<file path="src/design/hlbc_pkg.sv">
// package for the hashed lru buffer cache
// holds status and command codes shared by controller, datapath and top
`default_nettype none
package hlbc_pkg;
  typedef enum logic [1:0] {
    CMD_GET = 2'd0, CMD_RELEASE = 2'd1, CMD_PIN = 2'd2, CMD_UNPIN = 2'd3
  } cmd_t;
  localparam logic [2:0] ST_HIT   = 3'd0;
  localparam logic [2:0] ST_MISS  = 3'd1;
  localparam logic [2:0] ST_NOBUF = 3'd2;
  localparam logic [2:0] ST_DONE  = 3'd3;
  localparam logic [2:0] ST_ERR   = 3'd4;
  // controller to datapath commands
  typedef struct packed {
    logic load;     // capture request and set index
    logic decide;   // read set row into the row register
    logic commit;   // register result and updated row, arm set row write back
    logic clear;    // reset sweep writes one set
  } ctl_t;
  typedef struct packed {
    logic clear_last;
  } sts_t;
endpackage
`default_nettype wire

</file>
<file path="src/design/hlbc_ctrl.sv">
// controller state machine for the hashed lru buffer cache
// depends on hlbc_pkg; drives the datapath through ctl_t
`default_nettype none
module hlbc_ctrl
  import hlbc_pkg::*;
(
  input  wire logic clk,
  input  wire logic rst_n,
  input  wire logic in_valid,
  output logic      in_ready,
  output logic      out_valid,
  input  wire logic out_ready,
  output ctl_t      ctl,
  input  wire sts_t sts
);
  typedef enum logic [2:0] {S_CLEAR, S_IDLE, S_READ, S_DECIDE, S_OUT} state_t;
  state_t state_r;

  assign in_ready  = (state_r == S_IDLE);
  assign out_valid = (state_r == S_OUT);
  always_comb begin
    ctl.load   = (state_r == S_IDLE) && in_valid;
    ctl.decide = (state_r == S_READ);
    ctl.commit = (state_r == S_DECIDE);
    ctl.clear  = (state_r == S_CLEAR);
  end

  // state register
  always_ff @(posedge clk) begin
    if (!rst_n) begin
      state_r <= S_CLEAR;
    end else begin
      unique case (state_r)
        S_CLEAR:  if (sts.clear_last) state_r <= S_IDLE;
        S_IDLE:   if (in_valid) state_r <= S_READ;
        S_READ:   state_r <= S_DECIDE;
        S_DECIDE: state_r <= S_OUT;
        S_OUT:    if (out_ready) state_r <= S_IDLE;
        default:  state_r <= S_CLEAR;
      endcase
    end
  end
endmodule
`default_nettype wire

</file>
<file path="config.mk">
export PLATFORM = sky130hd
export DESIGN_NAME = hlbc_ctrl
export DESIGN_NICKNAME = d
export VERILOG_FILES = /design/src/design/hlbc_pkg.sv /design/src/design/hlbc_ctrl.sv
export SDC_FILE = /design/constraint.sdc
export NUM_CORES = 1
export LEC_CHECK = 0
export BUFFER_PORTS_ARGS = -buffer_cell sky130_fd_sc_hd__buf_2
export CELL_PAD_IN_SITES_DETAIL_PLACEMENT = 1
export CELL_PAD_IN_SITES_GLOBAL_PLACEMENT = 2
export CORE_AREA = 4 4 41 43
export CTS_BUF_LIST = sky130_fd_sc_hd__clkbuf_16
export DETAILED_ROUTE_END_ITERATION = 10
export DIE_AREA = 0 0 45 47
export GPL_TIMING_DRIVEN = 0
export HOLD_SLACK_MARGIN = 0.02
export PLACE_DENSITY = 0.59
export SETUP_SLACK_MARGIN = 0.15
export SYNTH_ARGS = -nofsm -noshare
export SYNTH_HDL_FRONTEND = slang
export SYNTH_SLANG_ARGS = --single-unit
</file>
<file path="constraint.sdc">
create_clock -name clk -period 1.13 [get_ports clk]
set_input_delay 0.339 -clock clk [delete_from_list [all_inputs] [get_ports clk]]
set_output_delay 0.339 -clock clk [all_outputs]
set_load 0.02 [all_outputs]
</file>
==> flow_metrics.tcl <==
set metrics [dict create \
    synth_cell_types 14 \
    yosys.area_share.simple 0.469 \
    ff2ff_setup_slack_ps -210 \
    grt_max_degree 10 \
    required_ps 790 \
    power.switching_uw 184 \
    fill_cells 139 \
    drive_above_1_share 0.872 \
    netlist_area_um2 221 \
    cts_root_buffer "clkbuf_16" \
    cts_hold_buf 0 \
    grt_pass1_wl_um 1230 \
    layout_min_cycle_time_ps 1380 \
    fmax_mhz 724 \
    clk_path_buf_depth 2 \
    rsz0062_at_grt "yes" \
    maxCapViolCount 0 \
    status "finished with violations" \
    relSlewSlack 0.810 \
    slowest_stage "dfxtp_2" \
    multi_input_area_um2 201 \
    worst_setup_path_end_kind "primary output" \
    path_delay_family "buffers and inverters" \
    internal_power_uw 697 \
    syn_area_per_cell_um2 9.63 \
    wl_per_cell_um 11.8 \
    setup_ws_ps -252 \
    synth.area.mux_share 0.0678 \
    drtIter0Drc 5 \
    seq_power_share 0.138 \
    core_mm2 0.00130 \
    crit_path_max_fanout 7 \
    drt.antenna.violating_nets 0 \
    fin_setup_tns_ps -1700 \
    synth_fa_ha_area_frac 0 \
    final_hold_viol_count 0 \
    p_leak_uw 0.000264 \
    yosysWarnings 0 \
    cpPeakStageDelay_ps 330 \
    p_sw_frac 0.209 \
    io_pins 11 \
    worstMarginPinSlew_ps 280 \
    final_util 0.481 \
    cts_tree "done" \
    finClkSkew_ps 0.840 \
    cp-start-kind "flip-flop" \
    slew_violations 0 \
    crit_path_cell_trace "buf_12, buf_12, nand2b_4, nor2_4, buf_6" \
    powerDensity_mw_per_mm2 1410 \
    final-seq-area_um2 66.3 \
    syn_nets 28 \
    path_clk_slew_ps 30 \
    remaining_drc_errors 0 \
    fin_nets 53 \
    cts_buffers 3 \
    vias_per_cell 4.18 \
    largest_register_ff_count 3 \
    synth_compound_area_frac 0.0734 \
    area_growth_pct 182 \
    diodes 0 \
    setup_violations 9 \
    pwr-share-clk 0.625 \
    rows 13 \
    die_w_um 45 \
    path_buf_inv 3 \
    track_usage 0.0845 \
    dr_total_vias 259 \
    portBuffers 10 \
    hold_path_class "input pin to flip-flop" \
    violations "setup timing" \
    synth_seq_area_share 0.271 \
    regMostFlops "state_r" \
    crit_path_frequent_cell "buf_12" \
    wirelength_um 729 \
    hold_path_depth 2 \
    dieArea_mm2 0.00212 \
    worstPathArrival_ps 1040 \
    r2r-start "state_r[2]" \
    reg_top3 "state_r x3" \
    synthXorXnorAreaFrac 0 \
    antenna_found_initial 0 \
    synth_top_family_by_area "simple AND/OR/NAND/NOR gates" \
    drt-pass1-iter-count 2 \
    whs_endpoint "state_r[2]" \
    htreeDepth 1 \
    gp_congestion 0.671 \
    r2r-end "state_r[0]" \
    peakVddDrop_uv 1480 \
    grt_overflow 0 \
    grt_pass1_vias 297 \
    cts.sinks 3 \
    die_h_um 47 \
    worstHoldStart "rst_n" \
    fin_crit_sh 1.22 \
    critPathKind "flip-flop to primary output" \
    ff2ff_path_depth 8 \
    combPwrFrac 0.238 \
    start_util 0.170 \
    synth-seq-cells 3 \
    syn_inst 23 \
    clk_latency_ps 220 \
]
==> cell type report <==
type / instances / share of cell area
sequential: 3 / 0.106
clock buffer: 3 / 0.120
tap: 15 / 0.0300
multi-input combinational: 17 / 0.322
buffer: 3 / 0.0800
timing repair buffer: 20 / 0.336
clock inverter: 1 / 0.00600
==> synth_stat cells, drive strengths merged <==
cell	number	area, um^2
buf	3	26.3
nor3	4	20.0
dfxtp	3	60.1
and3b	1	10.0
mux2	1	15.0
nor2	2	7.51
o31a	1	8.76
nand2b	1	13.8
nor3b	4	40.0
nand2	1	3.75
o21a	1	7.51
nor4b	1	8.76
==> layout by cell type (no fill, tap or decap) <==
cell type / Yosys / layout
and3b_2: 1 / 1
buf_12: 0 / 2
buf_16: 0 / 1
buf_2: 0 / 4
buf_4: 2 / 4
buf_6: 1 / 10
buf_8: 0 / 2
clkbuf_16: 0 / 3
dfxtp_2: 0 / 2
dfxtp_4: 0 / 1
inv_1: 0 / 1
mux2_4: 1 / 1
nand2_2: 0 / 1
nand2b_4: 1 / 1
nor2_1: 2 / 1
nor2_4: 0 / 1
nor3_1: 4 / 1
nor3_4: 0 / 3
nor3b_2: 2 / 2
nor3b_4: 0 / 2
nor4b_1: 1 / 1
o21a_1: 1 / 1
o31a_1: 1 / 1
==> per-layer routing <==
metal,global-route usage,wire (um),vias up
li1,-,-,130
met1,0.0864,287,119
met2,0.141,395,10
met3,0.0383,46,0
met4,0.0526,0,0
met5,0,0,-
==> metrics by stage <==
| stage | std cells | hold slack [ps] | total power, uW | area, um^2 | setup WS, ps |
|---|---|---|---|---|---|
| floorplan | 23 | 457 | 221 | 289 | 45.8 |
| global placement | 48 | 566 | 249 | 358 | -81.0 |
| detailed placement | 48 | 570 | 253 | 358 | -82.9 |
| CTS | 60 | 366 | 893 | 607 | -260 |
| global route | 62 | 372 | 930 | 626 | -292 |
| finish | 62 | 359 | 881 | 626 | -252 |
==> worst max path at each step <==
stage / end / startpoint / depth (start not counted) / slack (ps)
after CTS: ctl[1] / state_r[2] / 3 / -260
after global routing: out_valid / state_r[2] / 5 / -290
final: out_valid / state_r[2] / 5 / -250
after floorplan: in_ready / state_r[0] / 2 / 50
after detailed placement: ctl[3] / in_valid / 4 / -80
after global placement: ctl[3] / in_valid / 4 / -80
==> what timing repair did <==
action / 4_1_cts / 5_1_grt
cloned: 1 / 0
endpoints found under the setup margin: 9 / 9
setup buffers: 7 / 2
gates resized for setup: 23 / 1
pin swaps: 3 / 3
==> kinds of logic after synthesis <==
| kind of cell | Yosys count |
|---|---|
| AND/OR/NAND/NOR | 14 |
| flip-flops | 3 |
| buffers and inverters | 3 |
| AO/OA/AOI/OAI | 2 |
| multiplexers | 1 |
==> power by group through the flow <==
stage	Clock (uW)	Sequential, uW	Combinational [uW]
after detailed placement	0	120	133
after floorplan	0	119	102
final	550	121	210
after CTS	563	121	209
after global placement	0	119	129
after global routing	585	122	223
Power figures use the tool's default switching activity.
